[src/hw/rtl/sprite_sheet_quad_generator_assert.svh]
// assertion macros shared by the sprite sheet quad generator rtl
// relies on clk and rst_n being visible in the scope of use
`ifndef SPRITE_SHEET_QUAD_GENERATOR_ASSERT_SVH
`define SPRITE_SHEET_QUAD_GENERATOR_ASSERT_SVH

// same-cycle implication, checked out of reset
`define SSQG_ASSERT_IMP(lbl, ante, cons, msg) \
  lbl: assert property (@(posedge clk) disable iff (!rst_n) (ante) |-> (cons)) \
    else $error(msg);

// next-cycle implication, checked out of reset
`define SSQG_ASSERT_NXT(lbl, ante, cons, msg) \
  lbl: assert property (@(posedge clk) disable iff (!rst_n) (ante) |=> (cons)) \
    else $error(msg);

`endif

[src/hw/rtl/ssqg_pkg.sv]
// shared types, constants and helpers for the sprite sheet quad generator
// no dependencies
package ssqg_pkg;

  localparam int CFG_W      = 9;
  localparam int CFG_IDX_W  = 2;
  localparam int TEX_W      = 17;
  localparam int VNUM_W     = 3;
  localparam int FRAC_LANES = 4;

  // configuration register indexes
  localparam logic [CFG_IDX_W-1:0] CFG_GRID_COLUMNS = CFG_IDX_W'(0);
  localparam logic [CFG_IDX_W-1:0] CFG_GRID_ROWS    = CFG_IDX_W'(1);

  // vertex order of the two triangles
  typedef enum logic [VNUM_W-1:0] {
    VTX_TR0 = 3'd0,
    VTX_TL  = 3'd1,
    VTX_BL0 = 3'd2,
    VTX_TR1 = 3'd3,
    VTX_BL1 = 3'd4,
    VTX_BR  = 3'd5
  } vtx_sel_t;

  typedef struct packed {
    logic signed [31:0] center_x;
    logic signed [31:0] center_y;
    logic signed [31:0] size_x;
    logic signed [31:0] size_y;
    logic [31:0]        frame;
    logic               mirror;
  } quad_in_t;

  typedef struct packed {
    logic signed [31:0] vert_x;
    logic signed [31:0] vert_y;
    logic [TEX_W-1:0]   tex_u;
    logic [TEX_W-1:0]   tex_v;
    logic [VNUM_W-1:0]  vertex_number;
    logic               last_vertex;
  } vertex_out_t;

  // quad corner positions plus mirror flag
  typedef struct packed {
    logic signed [31:0] x_left;
    logic signed [31:0] x_right;
    logic signed [31:0] y_top;
    logic signed [31:0] y_bot;
    logic               mirror;
  } quad_pos_t;

  // saturating 32-bit add or subtract
  function automatic logic [31:0] sat_add(logic [31:0] a, logic [31:0] b, logic sub);
    logic [32:0] s;
    s = sub ? ({a[31], a} - {b[31], b}) : ({a[31], a} + {b[31], b});
    if (s[32] != s[31]) begin
      return s[32] ? 32'h8000_0000 : 32'h7FFF_FFFF;
    end
    return s[31:0];
  endfunction

endpackage

[src/hw/rtl/ssqg_rem_div.sv]
// pipelined restoring divider, one quotient bit per register stage
// uses ssqg_pkg; sideband bits travel alongside each transaction
module ssqg_rem_div
  import ssqg_pkg::*;
#(
  parameter int NW = 32,
  parameter int DW = 18,
  parameter int SW = 8
) (
  input  logic          clk,
  input  logic          rst_n,
  input  logic          in_valid,
  input  logic [NW-1:0] in_dividend,
  input  logic [DW-1:0] in_divisor,
  input  logic [SW-1:0] in_side,
  output logic          out_valid,
  output logic [NW-1:0] out_quot,
  output logic [DW-1:0] out_rem,
  output logic [SW-1:0] out_side
);

  logic          vld_r  [NW];
  logic [NW-1:0] num_r  [NW];
  logic [NW-1:0] quo_r  [NW];
  logic [DW-1:0] rem_r  [NW];
  logic [DW-1:0] div_r  [NW];
  logic [SW-1:0] side_r [NW];

  for (genvar i = 0; i < NW; i++) begin : g_stage
    logic          vld_in;
    logic [NW-1:0] num_in;
    logic [NW-1:0] quo_in;
    logic [DW-1:0] rem_in;
    logic [DW-1:0] div_in;
    logic [SW-1:0] side_in;
    logic [DW:0]   trial;
    logic          take;

    if (i == 0) begin : g_first
      assign vld_in  = in_valid;
      assign num_in  = in_dividend;
      assign quo_in  = '0;
      assign rem_in  = '0;
      assign div_in  = in_divisor;
      assign side_in = in_side;
    end else begin : g_next
      assign vld_in  = vld_r[i-1];
      assign num_in  = num_r[i-1];
      assign quo_in  = quo_r[i-1];
      assign rem_in  = rem_r[i-1];
      assign div_in  = div_r[i-1];
      assign side_in = side_r[i-1];
    end

    // shift in next dividend bit, subtract when it fits
    assign trial = {rem_in, num_in[NW-1]};
    assign take  = (trial >= {1'b0, div_in});

    always_ff @(posedge clk) begin
      if (!rst_n) begin
        vld_r[i] <= 1'b0;
      end else begin
        vld_r[i] <= vld_in;
      end
    end

    always_ff @(posedge clk) begin
      num_r[i]  <= num_in << 1;
      quo_r[i]  <= {quo_in[NW-2:0], take};
      rem_r[i]  <= take ? DW'(trial - {1'b0, div_in}) : DW'(trial);
      div_r[i]  <= div_in;
      side_r[i] <= side_in;
    end
  end

  assign out_valid = vld_r[NW-1];
  assign out_quot  = quo_r[NW-1];
  assign out_rem   = rem_r[NW-1];
  assign out_side  = side_r[NW-1];

endmodule

[config.mk]
export PLATFORM = sky130hd
export DESIGN_NAME = ssqg_rem_div
export DESIGN_NICKNAME = d
export VERILOG_FILES = /design/src/hw/rtl/sprite_sheet_quad_generator_assert.svh /design/src/hw/rtl/ssqg_pkg.sv /design/src/hw/rtl/ssqg_rem_div.sv
export SDC_FILE = /design/constraint.sdc
export NUM_CORES = 2
export LEC_CHECK = 0
export BUFFER_PORTS_ARGS = -buffer_cell sky130_fd_sc_hd__buf_4
export CELL_PAD_IN_SITES_DETAIL_PLACEMENT = 1
export CELL_PAD_IN_SITES_GLOBAL_PLACEMENT = 1
export CORE_ASPECT_RATIO = 0.8
export CORE_MARGIN = 2
export CORE_UTILIZATION = 54
export CTS_CLUSTER_DIAMETER = 120
export CTS_CLUSTER_SIZE = 24
export DETAILED_ROUTE_END_ITERATION = 7
export PLACE_DENSITY_LB_ADDON = 0.1
export SLEW_MARGIN = 20
export SYNTH_ARGS = -nofsm -noshare
export SYNTH_HDL_FRONTEND = slang
export SYNTH_SLANG_ARGS = --single-unit
[constraint.sdc]
create_clock -name clk -period 5.8 [get_ports clk]
set_input_delay 0 -clock clk [delete_from_list [all_inputs] [get_ports clk]]
set_output_delay 0 -clock clk [all_outputs]
set_load 0.005 [all_outputs]
==> results by group <==
Logic synthesis
  • Post-synth top area cell: dfxtp_1
  • Synth Area in Adders: 8.96%
  • Post-synthesis simple-gate area fraction: 7.88%
  • Synth Area per Inst: 11.1 um^2
  • Combinational family with the most area after synthesis: compound AO/OA/AOI/OAI gates
  • Most common cell in the netlist: dfxtp_1
  • EDFF count, synth: 0
  • Primary FF master, synth: dfxtp_1
  • Area contributors post-synth: dfxtp_1 58%, ha_1 8.2%, mux2_2 4.7%, inv_1 3.1%, a21oi_1 2.8%
  • Synth async-reset ratio: 0%
  • Post-synth cell types: 89
  • Compound-gate portion of the synthesized area: 12.8%
  • Top cells by instance count after synthesis: 2,446 x dfxtp_1, 710 x inv_1, 560 x ha_1
  • Synthesized Nets: 8,338
  • Synth Cell Area: 0.0851 mm^2
  • Top cell type's share of synthesized area: 57.5%
  • Mux cell area share after synthesis: 5.29%
  • Yosys reg bits: 2,446
  • Synth warnings: 0
  • Syn Inst Count: 7,686
  • Register area share after synthesis: 57.5%
  • Post-Synth XOR/XNOR Area: 3.76%

Clock tree
  • # resized after CTS: 0
  • Post-CTS Setup Repair Bufs: 0
  • Cts hold-fix bufs: 119
  • H-Tree Depth: 3
  • Worst-Skew Late Latency: 0.79 ns
  • Clk Tree Root Cell: clkbuf_16
  • Worst-path clk slew: 0.10 ns
  • Max Root-Sink Buffers: 3
  • Number of CTS-inserted buffers: 111
  • CTS tree: done
  • Num Clock Sinks: 2,446

Floorplan
  • Die height: 359 um
  • Core Rows: 130
  • Std-Cell Core Area: 0.157 mm^2
  • Initial Util: 54.3%
  • Num ports: 120
  • Die ar.: 0.161 mm^2
  • Die width: 448 um

Worst setup path
  • Worst R2R Setup Slack: 2.03 ns
  • Critical Path End Type: flip-flop
  • Startpoint Class: flip-flop
  • R2R cell count: 9
  • Critical path required time: 6.46 ns
  • Critical path arrival: 4.43 ns
  • Critical path fanouts, max: 30
  • WS Path Type: reg -> reg

STA
  • Setup repair after global routing missed its margin: no
  • Slew Limit Fails: 0
  • Final setup margin: 2.03 ns
  • Setup TNS: 0 ns
  • Setup Viol. Count Final: 0
  • Slew margin rel.: 25.5%
  • Final min period: 3.77 ns
  • Measured slew at the worst slew-check pin: 1.09 ns
  • Final Skew: 0.0414 ns
  • Fmax: 265 MHz
  • Hold Fails Final Rpt: 0
  • Post-route clock period utilization: 65.0%

Place
  • Final GP Congestion: 0.901
  • Dpl ws: 2.35 ns
  • Port buffer count: 119
  • DP Wirelength: 137 mm

GRT
  • First-pass GRT wire length: 308 mm
  • Antenna violations before repair: 3
  • Vias in the first global route: 57,000
  • Total gr overflow: 0
  • GRT Util Overall: 23.5%
  • Largest net degree at the start of global routing: 35

Routing
  • WL per Instance: 18.9 um
  • WL final: 190 mm
  • Pre-antenna DRT Iters: 6
  • Drc violations: 0
  • DR vias: 54,000
  • Iteration-0 DRC count of the detailed router: 3,035
  • Via density per instance: 5.38
  • Antenna Nets Post-Route: 0

Layout
  • Layout cells sized above 1: 8.86%
  • ANT cells: 0
  • # nets final: 8,585
  • Final Core Density: 59.0%
  • Area Overhead vs Synth: 8.68%

Power and ir drop
  • Leak pwr: 40.9 nW
  • Pwr dens: 497 mW/mm^2
  • Worst vdd ir: 305 uV

Flow run
  • Max_cap viols: 0

Status
  • Status: finished, final reports clean

Worst hold path
  • Worst hold path stage count: 4
  • HP Class: in -> reg
[kinds of logic after synthesis]
logic type	Yosys count
and+or+nand+nor	1361
adders and majority gates	591
muxes	401
buffers and inverters	844
DFF	2446
AOI/OAI and AO/OA	1678
xor gates and xnor gates	365
[cells in the final DEF, fill, tap and decap left out, drive strengths merged, types with 134 or more instances in the layout]
cell type and count:
a21o 151, a21oi 474, buf 146, dfxtp 2446, ha 560, inv 714, mux2 365, nand2 289
nor2 394, o21a 134, o21ai 396, xnor2 232
[where the power goes]
part / switching [mW] / total, mW / internal, mW
Combinational: 8.77 / 16.3 / 7.52
Sequential: 1.54 / 21.1 / 19.6
Clock: 5.07 / 8.56 / 3.49
[per-stage QoR]
stage          power (mW)  std cells  instance area (um^2)  hold WS [ns]
4_1_cts              46.1      10100                 92500       0.00409
2_1_floorplan        33.2       7686                 85100        0.0277
3_3_place_gp         36.9       9813                 88300         0.104
6_report             45.9      10100                 92500        0.0519
5_1_grt              49.0      10100                 92500        0.0568
3_5_place_dp         37.4       9813                 88300         0.105
[state kept, by name, summed over array words and instances, names as in the netlist]
signal,cells
num_r,496
vld_r,32
quo_r,528
div_r,558
rem_r,576
side_r,256
[worst max-delay path: stages, from the launching register on]
cell,delay [ns]
dfxtp_1,0.36
inv_1,0.10
ha_1,0.30
nor2b_1,0.29
o31ai_1,0.14
a2111oi_0,0.94
o311a_1,0.27
nor2b_1,0.10
inv_1,0.73
mux2_2,0.42
[worst paths after layout]
path / startpoint / end
max reg2reg: div_r[23][1] / rem_r[6][3]
max: div_r[23][1] / rem_r[6][3]
min reg2reg: quo_r[6][53] / quo_r[6][86]
min: in_dividend[31] / rem_r[0][0]
[final cells by class]
cell class	instances	area, um^2
clock inverters	6	129
inverters	713	2680
flip-flops and latches	2446	49000
well taps	2112	2640
repair buffers	265	2290
multi-input cells	4396	33000
fillers	16500	64300
clock buffers	113	2820
[layer usage]
layer / track usage (%) / wire [um]
met5: 0 / 7
met4: 5.35 / 4130
met3: 2.56 / 5850
met2: 39.0 / 88300
met1: 33.0 / 92100
(Power assumes the default switching activity.)
