[config.mk]
export PLATFORM = sky130hd
export DESIGN_NAME = ssqg_vtx_emit
export DESIGN_NICKNAME = d
export VERILOG_FILES = /design/src/hw/rtl/sprite_sheet_quad_generator_assert.svh /design/src/hw/rtl/ssqg_pkg.sv /design/src/hw/rtl/ssqg_vtx_emit.sv
export SDC_FILE = /design/constraint.sdc
export NUM_CORES = 1
export LEC_CHECK = 0
export BUFFER_PORTS_ARGS = -buffer_cell sky130_fd_sc_hd__buf_4
export CAP_MARGIN = 20
export CELL_PAD_IN_SITES_DETAIL_PLACEMENT = 0
export CELL_PAD_IN_SITES_GLOBAL_PLACEMENT = 2
export CORE_ASPECT_RATIO = 1.5
export CORE_UTILIZATION = 36
export CTS_BUF_LIST = sky130_fd_sc_hd__clkbuf_4 sky130_fd_sc_hd__clkbuf_8
export DETAILED_ROUTE_END_ITERATION = 10
export PLACE_DENSITY = 0.81
export SETUP_SLACK_MARGIN = 0.02
export SLEW_MARGIN = 20
export SYNTH_ARGS = -nofsm -noshare
export SYNTH_HDL_FRONTEND = slang
export SYNTH_SLANG_ARGS = --single-unit
[constraint.sdc]
create_clock -name clk -period 3.25 [get_ports clk]
set_clock_uncertainty 0.15 [all_clocks]
set_input_delay 0.1625 -clock clk [delete_from_list [all_inputs] [get_ports clk]]
set_output_delay 0.1625 -clock clk [all_outputs]
set_load 0.02 [all_outputs]
[src/hw/rtl/sprite_sheet_quad_generator_assert.svh]
// assertion macros shared by the sprite sheet quad generator rtl
// relies on clk and rst_n being visible in the scope of use
`ifndef SPRITE_SHEET_QUAD_GENERATOR_ASSERT_SVH
`define SPRITE_SHEET_QUAD_GENERATOR_ASSERT_SVH

// same-cycle implication, checked out of reset
`define SSQG_ASSERT_IMP(lbl, ante, cons, msg) \
  lbl: assert property (@(posedge clk) disable iff (!rst_n) (ante) |-> (cons)) \
    else $error(msg);

// next-cycle implication, checked out of reset
`define SSQG_ASSERT_NXT(lbl, ante, cons, msg) \
  lbl: assert property (@(posedge clk) disable iff (!rst_n) (ante) |=> (cons)) \
    else $error(msg);

`endif

[src/hw/rtl/ssqg_pkg.sv]
// shared types, constants and helpers for the sprite sheet quad generator
// no dependencies
package ssqg_pkg;

  localparam int CFG_W      = 9;
  localparam int CFG_IDX_W  = 2;
  localparam int TEX_W      = 17;
  localparam int VNUM_W     = 3;
  localparam int FRAC_LANES = 4;

  // configuration register indexes
  localparam logic [CFG_IDX_W-1:0] CFG_GRID_COLUMNS = CFG_IDX_W'(0);
  localparam logic [CFG_IDX_W-1:0] CFG_GRID_ROWS    = CFG_IDX_W'(1);

  // vertex order of the two triangles
  typedef enum logic [VNUM_W-1:0] {
    VTX_TR0 = 3'd0,
    VTX_TL  = 3'd1,
    VTX_BL0 = 3'd2,
    VTX_TR1 = 3'd3,
    VTX_BL1 = 3'd4,
    VTX_BR  = 3'd5
  } vtx_sel_t;

  typedef struct packed {
    logic signed [31:0] center_x;
    logic signed [31:0] center_y;
    logic signed [31:0] size_x;
    logic signed [31:0] size_y;
    logic [31:0]        frame;
    logic               mirror;
  } quad_in_t;

  typedef struct packed {
    logic signed [31:0] vert_x;
    logic signed [31:0] vert_y;
    logic [TEX_W-1:0]   tex_u;
    logic [TEX_W-1:0]   tex_v;
    logic [VNUM_W-1:0]  vertex_number;
    logic               last_vertex;
  } vertex_out_t;

  // quad corner positions plus mirror flag
  typedef struct packed {
    logic signed [31:0] x_left;
    logic signed [31:0] x_right;
    logic signed [31:0] y_top;
    logic signed [31:0] y_bot;
    logic               mirror;
  } quad_pos_t;

  // saturating 32-bit add or subtract
  function automatic logic [31:0] sat_add(logic [31:0] a, logic [31:0] b, logic sub);
    logic [32:0] s;
    s = sub ? ({a[31], a} - {b[31], b}) : ({a[31], a} + {b[31], b});
    if (s[32] != s[31]) begin
      return s[32] ? 32'h8000_0000 : 32'h7FFF_FFFF;
    end
    return s[31:0];
  endfunction

endpackage

[src/hw/rtl/ssqg_vtx_emit.sv]
// vertex sequencer: holds one finished quad and sends its six vertices
// uses ssqg_pkg for the vertex order and the result struct
module ssqg_vtx_emit
  import ssqg_pkg::*;
(
  input  logic             clk,
  input  logic             rst_n,
  input  logic             quad_valid,
  input  quad_pos_t        quad_pos,
  input  logic [TEX_W-1:0] u_left,
  input  logic [TEX_W-1:0] u_right,
  input  logic [TEX_W-1:0] v_top,
  input  logic [TEX_W-1:0] v_bot,
  output logic             out_valid,
  output vertex_out_t      out_data
);

  quad_pos_t        pos_r;
  logic [TEX_W-1:0] ul_r, ur_r, vt_r, vb_r;
  logic             active_r, active_nxt;
  vtx_sel_t         cnt_r, cnt_nxt;
  logic             out_valid_r;
  vertex_out_t      out_data_r;
  vertex_out_t      vtx;

  // quad hold registers
  always_ff @(posedge clk) begin
    if (quad_valid) begin
      pos_r <= quad_pos;
      ul_r  <= u_left;
      ur_r  <= u_right;
      vt_r  <= v_top;
      vb_r  <= v_bot;
    end
  end

  // sequencer state
  always_ff @(posedge clk) begin
    if (!rst_n) begin
      active_r <= 1'b0;
      cnt_r    <= VTX_TR0;
    end else begin
      active_r <= active_nxt;
      cnt_r    <= cnt_nxt;
    end
  end

  // next vertex, a new quad restarts the sequence
  always_comb begin
    active_nxt = active_r;
    cnt_nxt    = cnt_r;
    if (quad_valid) begin
      active_nxt = 1'b1;
      cnt_nxt    = VTX_TR0;
    end else if (active_r) begin
      if (cnt_r == VTX_BR) begin
        active_nxt = 1'b0;
        cnt_nxt    = VTX_TR0;
      end else begin
        cnt_nxt = vtx_sel_t'(cnt_r + VNUM_W'(1));
      end
    end
  end

  // corner select for the current vertex
  always_comb begin
    vtx               = '0;
    vtx.vertex_number = cnt_r;
    vtx.last_vertex   = (cnt_r == VTX_BR);
    case (cnt_r) inside
      VTX_TR0, VTX_TR1: begin
        vtx.vert_x = pos_r.x_right;
        vtx.vert_y = pos_r.y_top;
        vtx.tex_u  = ur_r;
        vtx.tex_v  = vt_r;
      end
      VTX_TL: begin
        vtx.vert_x = pos_r.x_left;
        vtx.vert_y = pos_r.y_top;
        vtx.tex_u  = ul_r;
        vtx.tex_v  = vt_r;
      end
      VTX_BL0, VTX_BL1: begin
        vtx.vert_x = pos_r.x_left;
        vtx.vert_y = pos_r.y_bot;
        vtx.tex_u  = ul_r;
        vtx.tex_v  = vb_r;
      end
      VTX_BR: begin
        vtx.vert_x = pos_r.x_right;
        vtx.vert_y = pos_r.y_bot;
        vtx.tex_u  = ur_r;
        vtx.tex_v  = vb_r;
      end
      default: begin
        vtx.vert_x = '0;
      end
    endcase
  end

  // registered result port
  always_ff @(posedge clk) begin
    if (!rst_n) begin
      out_valid_r <= 1'b0;
    end else begin
      out_valid_r <= active_r;
    end
  end

  always_ff @(posedge clk) begin
    out_data_r <= vtx;
  end

  assign out_valid = out_valid_r;
  assign out_data  = out_data_r;

endmodule

==> impl_metrics.tcl <==
set metrics [dict create \
    clk_path_buf_depth 3 \
    synth_edf_count 196 \
    clk_latency_ns 0.55 \
    grt-ovfl-total 0 \
    vias 7137 \
    dieArea_mm2 0.0297 \
    io-pin-count 303 \
    slew_headroom 0.561 \
    min_period_ns 2.26 \
    cts_buffers 46 \
    setup_tns_ns 0 \
    leakagePower_nw 6.75 \
    run_status "completed" \
    synth_nets 860 \
    drcViolationCount 0 \
    whs_path_depth 1 \
    dp_hpwl_um 15100 \
    start_util 0.365 \
    clk_pin_slew_worst_paths_ns 0.06 \
    final_net_count 1378 \
    grt_pass1_vias 7482 \
    wl_per_cell_um 16.0 \
    slowest_delay_ns 0.60 \
    setup_viol 0 \
    global_route.usage.met1 0.176 \
    grt_antenna_before_repair 1 \
    worst_slew_pin_slew_ns 0.658 \
    syn_inst 659 \
    synth.area.top_cells "edfxtp_1 (56%), dfxtp_1 (20%), mux2_2 (5.3%)" \
    ys.flop_type "edfxtp_1" \
    final_layout_size_suffix_gt1_frac 0.371 \
    grt_max_degree 74 \
    yosysSeqAreaShare 0.768 \
    use_met3 0.0485 \
    hold_viol 0 \
    cp-start-kind "register" \
    path_max_fanout 43 \
    detail-route-antenna-nets 0 \
    min_path_type "in -> reg" \
    post-place-ws_ns 0.859 \
    cts_sinks 303 \
    cts-root-buf "clkbuf_8" \
    critical_path.endpoint_type "register" \
    cts_tree "built" \
    max-vdd-ir-drop_mv 0.375 \
    fp.dieW_um 141 \
    yosysTopAreaCell "edfxtp_1" \
    drt_first_pass_iters 6 \
    n_fill_cell 2253 \
    power_density_mw_per_mm2 554 \
    grt-busiest-layer "met2" \
    finalCritPeriodShare 0.695 \
    finalWeightedCongestion 0.723 \
    h-tree-depth 2 \
    yosysWarnings 0 \
    core_area_mm2 0.0286 \
    crit_chain "and2_1 -> ha_4 -> buf_4 -> a21oi_4 -> buf_4 -> a22o_1" \
    ys_types 24 \
    drt-vias-per-instance 4.45 \
    grt_pass1_wl_um 39100 \
    rows 76 \
    path_class "reg -> reg" \
    dr.first_iter.drc_count 229 \
    syn_to_final_growth_pct 54.3 \
    worstRegToRegCells 6 \
    syn_area_mm2 0.0105 \
    cp_slowest_cell "dfxtp_2" \
    critPathMostFrequentCell "buf_4" \
    rsz0062_at_grt "false" \
    port_buffers 301 \
    use_met2 0.324 \
    drt-total-wl_um 25600 \
    syn_area_per_cell_um2 15.9 \
    synthArstFlopShare 0 \
    die_h_um 211 \
    worstPathRequired_ns 3.53 \
    layout_setup_ws_ns 0.992 \
    drv_cap 0 \
    cp.arrival_ns 2.54 \
    ys_ff_latch 303 \
    grt.total_usage 0.172 \
    fmax_ghz 0.443 \
    netlist.area_leader.share 0.563 \
    final_max_slew_viol_count 0 \
]
cell usage after synthesis (3+ instances only):
cell type / number
buf_2: 13
nor2_1: 3
nand2b_1: 52
nand2_1: 50
dfxtp_1: 107
mux2_2: 49
a22o_1: 49
edfxtp_1: 196
o221ai_1: 49
inv_1: 51
clkbuf_1: 22
power breakdown:
| group | total (W) | internal, W | switching [W] |
|---|---|---|---|
| combinational | 0.00105 | 0.000599 | 0.000450 |
| sequential | 0.00455 | 0.00445 | 0.000101 |
| clock | 0.00334 | 0.00193 | 0.00141 |
cell families after synthesis:
logic type                 after synthesis  share of synthesized area
xor gates and xnor gates                 2                    0.00168
DFF                                    303                      0.768
and+or+nand+nor                        112                     0.0548
AOI/OAI and AO/OA                      101                     0.0846
buffers and inverters                   90                     0.0360
muxes                                   50                     0.0537
adders and majority gates                1                    0.00120
sequential cells by signal (all words and copies together) (netlist names):
register	count
out_valid	1
out_data	102
ur_r	17
pos_r	128
active_r	1
ul_r	17
vb_r	17
cnt_r	3
vt_r	17
per-stage QoR:
stage | instances | power, W | area, µm² | hold slack [ns] | util
final | 1605 | 0.00893 | 16100 | 0.0811 | 0.564
after global routing | 1605 | 0.00931 | 16100 | 0.0969 | 0.564
after CTS | 1604 | 0.00904 | 16100 | 0.0668 | 0.563
after detailed placement | 1322 | 0.00548 | 13200 | 0.192 | 0.459
after global placement | 1322 | 0.00546 | 13200 | 0.190 | 0.459
after floorplan | 659 | 0.00497 | 10500 | 0.111 | -
placed cells by master, fill, tap and decap left out, types with 2 or more instances in the layout:
master         instances
buf_4                310
dlygate4sd3_1        197
edfxtp_1             196
dfxtp_1              106
clkbuf_8              54
nand2b_1              52
inv_1                 51
nand2_1               50
a22o_1                49
mux2_2                49
o221ai_1              49
clkbuf_4              25
nor2_1                 3
clkinv_2               3
and2_1                 2
nand3b_1               2
a21oi_1                2
bufinv_16              2
worst paths after layout:
check | start | to | slack [ns]
worst max-delay path | cnt_r[1] | out_data[11] | 0.99
worst min-delay path | quad_valid | vt_r[4] | 0.08
worst max register to register | cnt_r[1] | out_data[11] | 0.99
worst min register to register | pos_r[45] | out_data[50] | 0.30
final cells by class:
type	instances	area, µm²	share of cell area
Timing Repair Buffer	509	4330	0.269
Antenna cell	1	2.50	0.000155
Sequential cell	303	8030	0.498
Clock inverter	7	86.3	0.00535
Clock buffer	78	917	0.0569
Tap cell	390	488	0.0303
Multi-Input combinational cell	266	2080	0.129
Inverter	51	191	0.0119
worst max-delay path, delay by kind of cell, from the launching register on:
family / cells / cell delay [ns]
buffers and inverters: 2 / 0.62
DFF: 1 / 0.60
AOI/OAI and AO/OA: 2 / 0.38
and+or+nand+nor: 1 / 0.23
adders and majority gates: 1 / 0.14
what timing repair did:
action / 4_1_cts / 5_1_grt
resized for setup: 0 / 0
hold buffers: 197 / 0
endpoints found under the hold margin: 201 / 0
buffers inserted: 0 / 0
layer usage:
metal | routed length [µm] | up-vias | part of all wire
met3 | 1660 | 48 | 0.065
met2 | 14100 | 242 | 0.55
met4 | 719 | 0 | 0.028
met5 | 0 | - | 0
li1 | - | 3470 | -
met1 | 9190 | 3377 | 0.36
Note: power is estimated with default switching activity, not from simulation.
