**src/hw/rtl/sprite_sheet_quad_generator_assert.svh**
```systemverilog
// assertion macros shared by the sprite sheet quad generator rtl
// relies on clk and rst_n being visible in the scope of use
`ifndef SPRITE_SHEET_QUAD_GENERATOR_ASSERT_SVH
`define SPRITE_SHEET_QUAD_GENERATOR_ASSERT_SVH

// same-cycle implication, checked out of reset
`define SSQG_ASSERT_IMP(lbl, ante, cons, msg) \
  lbl: assert property (@(posedge clk) disable iff (!rst_n) (ante) |-> (cons)) \
    else $error(msg);

// next-cycle implication, checked out of reset
`define SSQG_ASSERT_NXT(lbl, ante, cons, msg) \
  lbl: assert property (@(posedge clk) disable iff (!rst_n) (ante) |=> (cons)) \
    else $error(msg);

`endif

```
**src/hw/rtl/ssqg_pkg.sv**
```systemverilog
// shared types, constants and helpers for the sprite sheet quad generator
// no dependencies
package ssqg_pkg;

  localparam int CFG_W      = 9;
  localparam int CFG_IDX_W  = 2;
  localparam int TEX_W      = 17;
  localparam int VNUM_W     = 3;
  localparam int FRAC_LANES = 4;

  // configuration register indexes
  localparam logic [CFG_IDX_W-1:0] CFG_GRID_COLUMNS = CFG_IDX_W'(0);
  localparam logic [CFG_IDX_W-1:0] CFG_GRID_ROWS    = CFG_IDX_W'(1);

  // vertex order of the two triangles
  typedef enum logic [VNUM_W-1:0] {
    VTX_TR0 = 3'd0,
    VTX_TL  = 3'd1,
    VTX_BL0 = 3'd2,
    VTX_TR1 = 3'd3,
    VTX_BL1 = 3'd4,
    VTX_BR  = 3'd5
  } vtx_sel_t;

  typedef struct packed {
    logic signed [31:0] center_x;
    logic signed [31:0] center_y;
    logic signed [31:0] size_x;
    logic signed [31:0] size_y;
    logic [31:0]        frame;
    logic               mirror;
  } quad_in_t;

  typedef struct packed {
    logic signed [31:0] vert_x;
    logic signed [31:0] vert_y;
    logic [TEX_W-1:0]   tex_u;
    logic [TEX_W-1:0]   tex_v;
    logic [VNUM_W-1:0]  vertex_number;
    logic               last_vertex;
  } vertex_out_t;

  // quad corner positions plus mirror flag
  typedef struct packed {
    logic signed [31:0] x_left;
    logic signed [31:0] x_right;
    logic signed [31:0] y_top;
    logic signed [31:0] y_bot;
    logic               mirror;
  } quad_pos_t;

  // saturating 32-bit add or subtract
  function automatic logic [31:0] sat_add(logic [31:0] a, logic [31:0] b, logic sub);
    logic [32:0] s;
    s = sub ? ({a[31], a} - {b[31], b}) : ({a[31], a} + {b[31], b});
    if (s[32] != s[31]) begin
      return s[32] ? 32'h8000_0000 : 32'h7FFF_FFFF;
    end
    return s[31:0];
  endfunction

endpackage

```
**src/hw/rtl/ssqg_frac_div.sv**
```systemverilog
// pipelined fraction divider: floor(n * 2^(QW-1) / d) for n <= d, four lanes
// uses ssqg_pkg for the lane count; one quotient bit per register stage
module ssqg_frac_div
  import ssqg_pkg::*;
#(
  parameter int GW = 9,
  parameter int QW = 17,
  parameter int SW = 8
) (
  input  logic                            clk,
  input  logic                            rst_n,
  input  logic                            in_valid,
  input  logic [FRAC_LANES-1:0][GW-1:0]   in_num,
  input  logic [FRAC_LANES-1:0][GW-1:0]   in_den,
  input  logic [SW-1:0]                   in_side,
  output logic                            out_valid,
  output logic [FRAC_LANES-1:0][QW-1:0]   out_quot,
  output logic [SW-1:0]                   out_side
);

  logic                          vld_r  [QW];
  logic [FRAC_LANES-1:0][GW-1:0] rem_r  [QW];
  logic [FRAC_LANES-1:0][GW-1:0] den_r  [QW];
  logic [FRAC_LANES-1:0][QW-1:0] quo_r  [QW];
  logic [SW-1:0]                 side_r [QW];

  for (genvar i = 0; i < QW; i++) begin : g_stage
    logic                          vld_in;
    logic [FRAC_LANES-1:0][GW-1:0] rem_in;
    logic [FRAC_LANES-1:0][GW-1:0] den_in;
    logic [FRAC_LANES-1:0][QW-1:0] quo_in;
    logic [SW-1:0]                 side_in;
    logic [FRAC_LANES-1:0][GW:0]   trial;
    logic [FRAC_LANES-1:0]         take;
    logic [FRAC_LANES-1:0][GW-1:0] rem_nxt;
    logic [FRAC_LANES-1:0][QW-1:0] quo_nxt;

    if (i == 0) begin : g_first
      assign vld_in  = in_valid;
      assign rem_in  = in_num;
      assign den_in  = in_den;
      assign quo_in  = '0;
      assign side_in = in_side;
    end else begin : g_next
      assign vld_in  = vld_r[i-1];
      assign rem_in  = rem_r[i-1];
      assign den_in  = den_r[i-1];
      assign quo_in  = quo_r[i-1];
      assign side_in = side_r[i-1];
    end

    // first stage yields the integer bit, later stages shift in zeros
    always_comb begin
      for (int l = 0; l < FRAC_LANES; l++) begin
        trial[l]   = (i == 0) ? {1'b0, rem_in[l]} : {rem_in[l], 1'b0};
        take[l]    = (trial[l] >= {1'b0, den_in[l]});
        rem_nxt[l] = take[l] ? GW'(trial[l] - {1'b0, den_in[l]}) : GW'(trial[l]);
        quo_nxt[l] = {quo_in[l][QW-2:0], take[l]};
      end
    end

    always_ff @(posedge clk) begin
      if (!rst_n) begin
        vld_r[i] <= 1'b0;
      end else begin
        vld_r[i] <= vld_in;
      end
    end

    always_ff @(posedge clk) begin
      rem_r[i]  <= rem_nxt;
      den_r[i]  <= den_in;
      quo_r[i]  <= quo_nxt;
      side_r[i] <= side_in;
    end
  end

  assign out_valid = vld_r[QW-1];
  assign out_quot  = quo_r[QW-1];
  assign out_side  = side_r[QW-1];

endmodule

```
**config.mk**
```make
export PLATFORM = sky130hd
export DESIGN_NAME = ssqg_frac_div
export DESIGN_NICKNAME = d
export VERILOG_FILES = /design/src/hw/rtl/sprite_sheet_quad_generator_assert.svh /design/src/hw/rtl/ssqg_pkg.sv /design/src/hw/rtl/ssqg_frac_div.sv
export SDC_FILE = /design/constraint.sdc
export NUM_CORES = 2
export LEC_CHECK = 0
export ABC_AREA = 1
export BUFFER_PORTS_ARGS = -buffer_cell sky130_fd_sc_hd__buf_2
export CAP_MARGIN = 20
export CELL_PAD_IN_SITES_DETAIL_PLACEMENT = 0
export CELL_PAD_IN_SITES_GLOBAL_PLACEMENT = 1
export CORE_ASPECT_RATIO = 1.4
export CORE_MARGIN = 4
export CORE_UTILIZATION = 47
export DETAILED_ROUTE_END_ITERATION = 8
export PLACE_DENSITY_LB_ADDON = 0.1
export SETUP_SLACK_MARGIN = 0.2
export SLEW_MARGIN = 20
export SYNTH_ARGS = -nofsm -noshare
export SYNTH_HDL_FRONTEND = slang
export SYNTH_SLANG_ARGS = --single-unit
```
**constraint.sdc**
```tcl
create_clock -name clk -period 1.85 [get_ports clk]
set_input_delay 0.185 -clock clk [delete_from_list [all_inputs] [get_ports clk]]
set_output_delay 0.185 -clock clk [all_outputs]
set_load 0.02 [all_outputs]
```
==> run_results.csv <==
group,metric,value,unit
layout,fin_area,102000,um2
logic_synthesis,syn-num-nets,11100,
routing,totalWireLength,181000,um
logic_synthesis,yosysMostFrequentCell,"nand2_1",
floorplan,pin_count,160,
logic_synthesis,ys_warn_count,0,
critical_path,crit_fanout,4,
logic_synthesis,synth_top_family_by_area,"simple AND/OR/NAND/NOR gates",
floorplan,coreArea,170000,um2
routing,drc_errors,0,
logic_synthesis,synth-simple-area-share,27.1,%
timing,fin_crit_sh,91.6,%
timing,finClkSkew,0.0218,ns
critical_path,crit_type,"reg2reg",
timing,relSlewSlack,68.6,%
timing,hold_viol,0,
critical_path,path_cells,"inv_4 -> fa_2 -> inv_2 -> nand3_4 -> nand2_4 -> nand2_4 -> buf_12 -> a21oi_4 -> buf_6",
routing,met2_length,101000,um
logic_synthesis,synth_compound_area_share,2.56,%
critical_path,cpLargestDelayFamily,"buffers and inverters",
floorplan,rows,179,
logic_synthesis,synth_cells,10400,
placed_design,routabilityCongestion,0.897,
critical_path,critPathArrivalTime,2.45,ns
routing,top_layer_used,"met5",
critical_path,critPathRequiredTime,2.60,ns
global_routing,antenna_found_initial,4,
global_routing,overflow,0,
clocking,cts_buffers,183,
layout,area_growth_syn_to_layout,26.5,%
critical_path,slowest_delay,0.41,ns
logic_synthesis,ys_types,25,
power_and_ir_drop,powerDensity,1800,nW/um2
timing,final_max_slew_viol_count,0,
layout,stdcell_count,13700,
logic_synthesis,yosys-top-cells-count,"nand2_1 (3418), inv_1 (1921), dfxtp_1 (1917), nand3_1 (1013), ha_1 (608)",
timing,setup_ws,0.155,ns
critical_path,cp-start-kind,"register",
clocking,clk_latency,0.81,ns
timing,fin_setup_tns,0,ns
global_routing,grt_pass1_vias,65100,
logic_synthesis,avgSynthCellArea,7.81,um2
placed_design,placed_cell_area,86000,um2
routing,via_per_inst,4.68,
logic_synthesis,yosys.area.top_type,"dfxtp_1",
clocking,cts_root_buf,"clkbuf_16",
logic_synthesis,synthMuxAreaShare,0,%
routing,wl_met3,5000,um
logic_synthesis,yosys.area_share.adder,11.0,%
floorplan,chipWidth,359,um
critical_path,endpoint_kind,"register",
floorplan,initial_utilization,47.5,%
logic_synthesis,synth-main-ff-cell,"dfxtp_1",
critical_path,crit_buf_inv,4,
run_status,status,"finished clean",
logic_synthesis,ys_ff_latch,1917,
critical_path,rrSetupSlack,0.15,ns
timing,finalSetupViolations,0,
routing,drt_iter0_markers,2164,
routing,vias,63900,
routing,dr.pass1.iters,5,
floorplan,die_y,499,um
global_routing,grtUsageTotal,19.7,%
clocking,cts.clk_slew.worst_paths,0.06,ns
layout,drive_above_1_share,20.3,%
min_path,min_path_type,"in2reg",
clocking,clock_path_buffers,3,
clocking,h-tree-depth,4,
placed_design,port-buffer-count,159,
timing,rsz0062_at_grt,"yes",
placed_design,dpl_worst_slack,-0.257,ns
logic_synthesis,synth_edf_count,0,
routing,wl_per_cell,13.3,um
logic_synthesis,synthArstFlopShare,0,%
power_and_ir_drop,leakagePower,53.2,nW
floorplan,die_area,179000,um2
layout,nNetsFinal,12000,
job,drv_cap,0,
routing,drt-met1-wl,65000,um
timing,fmax,0.590,GHz
logic_synthesis,synth_xor_area_share,2.08,%
placed_design,dpl.hpwl,134000,um
routing,ant_nets,0,
timing,fin_crit,1.70,ns
critical_path,worst_path_most_repeated_cell,"nand2_4",
placed_design,dp_cells,13000,
power_and_ir_drop,power.total,184,mW
power_and_ir_drop,max-vdd-ir-drop,1.11,mV
logic_synthesis,syn-cell-area,80900,um2
global_routing,grt_max_degree,18,
layout,fillCellCount,15300,
critical_path,crit_path_top_delay_cell,"fa_2",
logic_synthesis,ys_seq_area_share,47.4,%
logic_synthesis,synth.top_cell.area_share,47.4,%
clocking,cts_tree,"done",
clocking,cts.sinks,1917,
timing,tightest_slew,0.468,ns
global_routing,grt_pass1_wl,294000,um
logic_synthesis,synth.area.top_cells,"dfxtp_1 (47%), nand2_1 (16%), ha_1 (9.4%)",
==> stage by stage <==
stage,util (%),hold WS (ns)
after global placement,50.5,0.289
after floorplan,-,0.213
after CTS,57.3,0.0111
after global routing,60.0,0.0347
after detailed placement,50.5,0.289
final,60.0,0.0705
==> logic make-up (layout without fill, tap and decap cells) <==
| family | Yosys count | after routing |
|---|---|---|
| other cells | 0 | 1 |
| flops | 1917 | 1917 |
| xor+xnor | 192 | 192 |
| buf+inv | 2006 | 2978 |
| simple gates | 5174 | 5234 |
| compound gates | 404 | 404 |
| fa+ha+maj | 672 | 672 |
==> worst paths after layout <==
| check | start | endpoint | cells after the start |
|---|---|---|---|
| max | rem_r[0][117] | rem_r[0][153] | 9 |
| min | in_side[0] | side_r[0][0] | 2 |
| max reg2reg | rem_r[0][117] | rem_r[0][153] | 9 |
| min reg2reg | quo_r[1][206] | quo_r[1][275] | 0 |
==> sequential cells by signal (all words and copies together), names as in the netlist <==
signal,count
den_r,576
quo_r,612
rem_r,576
side_r,136
vld_r,17
==> area by class of cell <==
cell class / instances / area, um2 / share of cell area (%)
antenna: 1 / 2.50 / 0.00245
inverter: 1925 / 7240 / 7.07
clock inverter: 106 / 1350 / 1.32
multi-input combinational: 6502 / 41400 / 40.4
sequential: 1917 / 38700 / 37.8
tap: 2262 / 2830 / 2.77
timing repair buffer: 716 / 5750 / 5.62
clock buffer: 231 / 5090 / 4.98
==> cells in the final DEF (no fill, tap or decap), types with 39 or more instances in the layout <==
cell           synthesis  layout
nor2_2                55      88
nand2_8                4      39
nor2_1               369     270
dfxtp_1             1917    1718
ha_1                 608     295
nand4_1               83      83
a21oi_2                0      55
xnor2_1               64      64
buf_4                  0     361
buf_6                 51      49
clkbuf_16              0     186
nand2_4               48     102
fa_2                   0      49
inv_1               1921    1825
dfxtp_2                0     175
inv_2                  4      96
buf_2                 28     160
nand3_1             1013     955
nor2_4                17      83
nand2_2              103     254
nand2_1             3418    3237
nand3_2                0      49
dlygate4sd3_1          0     124
a21oi_1              381     321
xor2_1               128     128
ha_4                   0     284
==> worst reg2reg max path, stage by stage, from the launching register on <==
cell	delay [ns]
dfxtp_4	0.39
inv_4	0.04
fa_2	0.41
inv_2	0.10
nand3_4	0.08
nand2_4	0.09
nand2_4	0.07
buf_12	0.14
a21oi_4	0.18
buf_6	0.13
==> timing repair <==
item                                    4_1_cts  5_1_grt
gates resized for setup                     634      831
endpoints found under the hold margin        97        0
hold buffers                                124        0
buffers inserted                             66       81
endpoints found under the setup margin      586      570
cloned                                       47       18
pin swaps                                   139      195
==> metal layers <==
metal / track usage (%) / up-vias
met1: 18.3 / 28800
met3: 2.87 / 596
li1: - / 33500
met2: 40.1 / 981
met5: 0 / -
met4: 10.3 / 2
==> power by group <==
group,total (mW),switching [mW],internal (mW)
clock,39.0,16.0,23.0
sequential,62.7,7.66,55.1
combinational,82.7,47.5,35.2
total,184,71.2,113
Power figures use the tool's default switching activity.
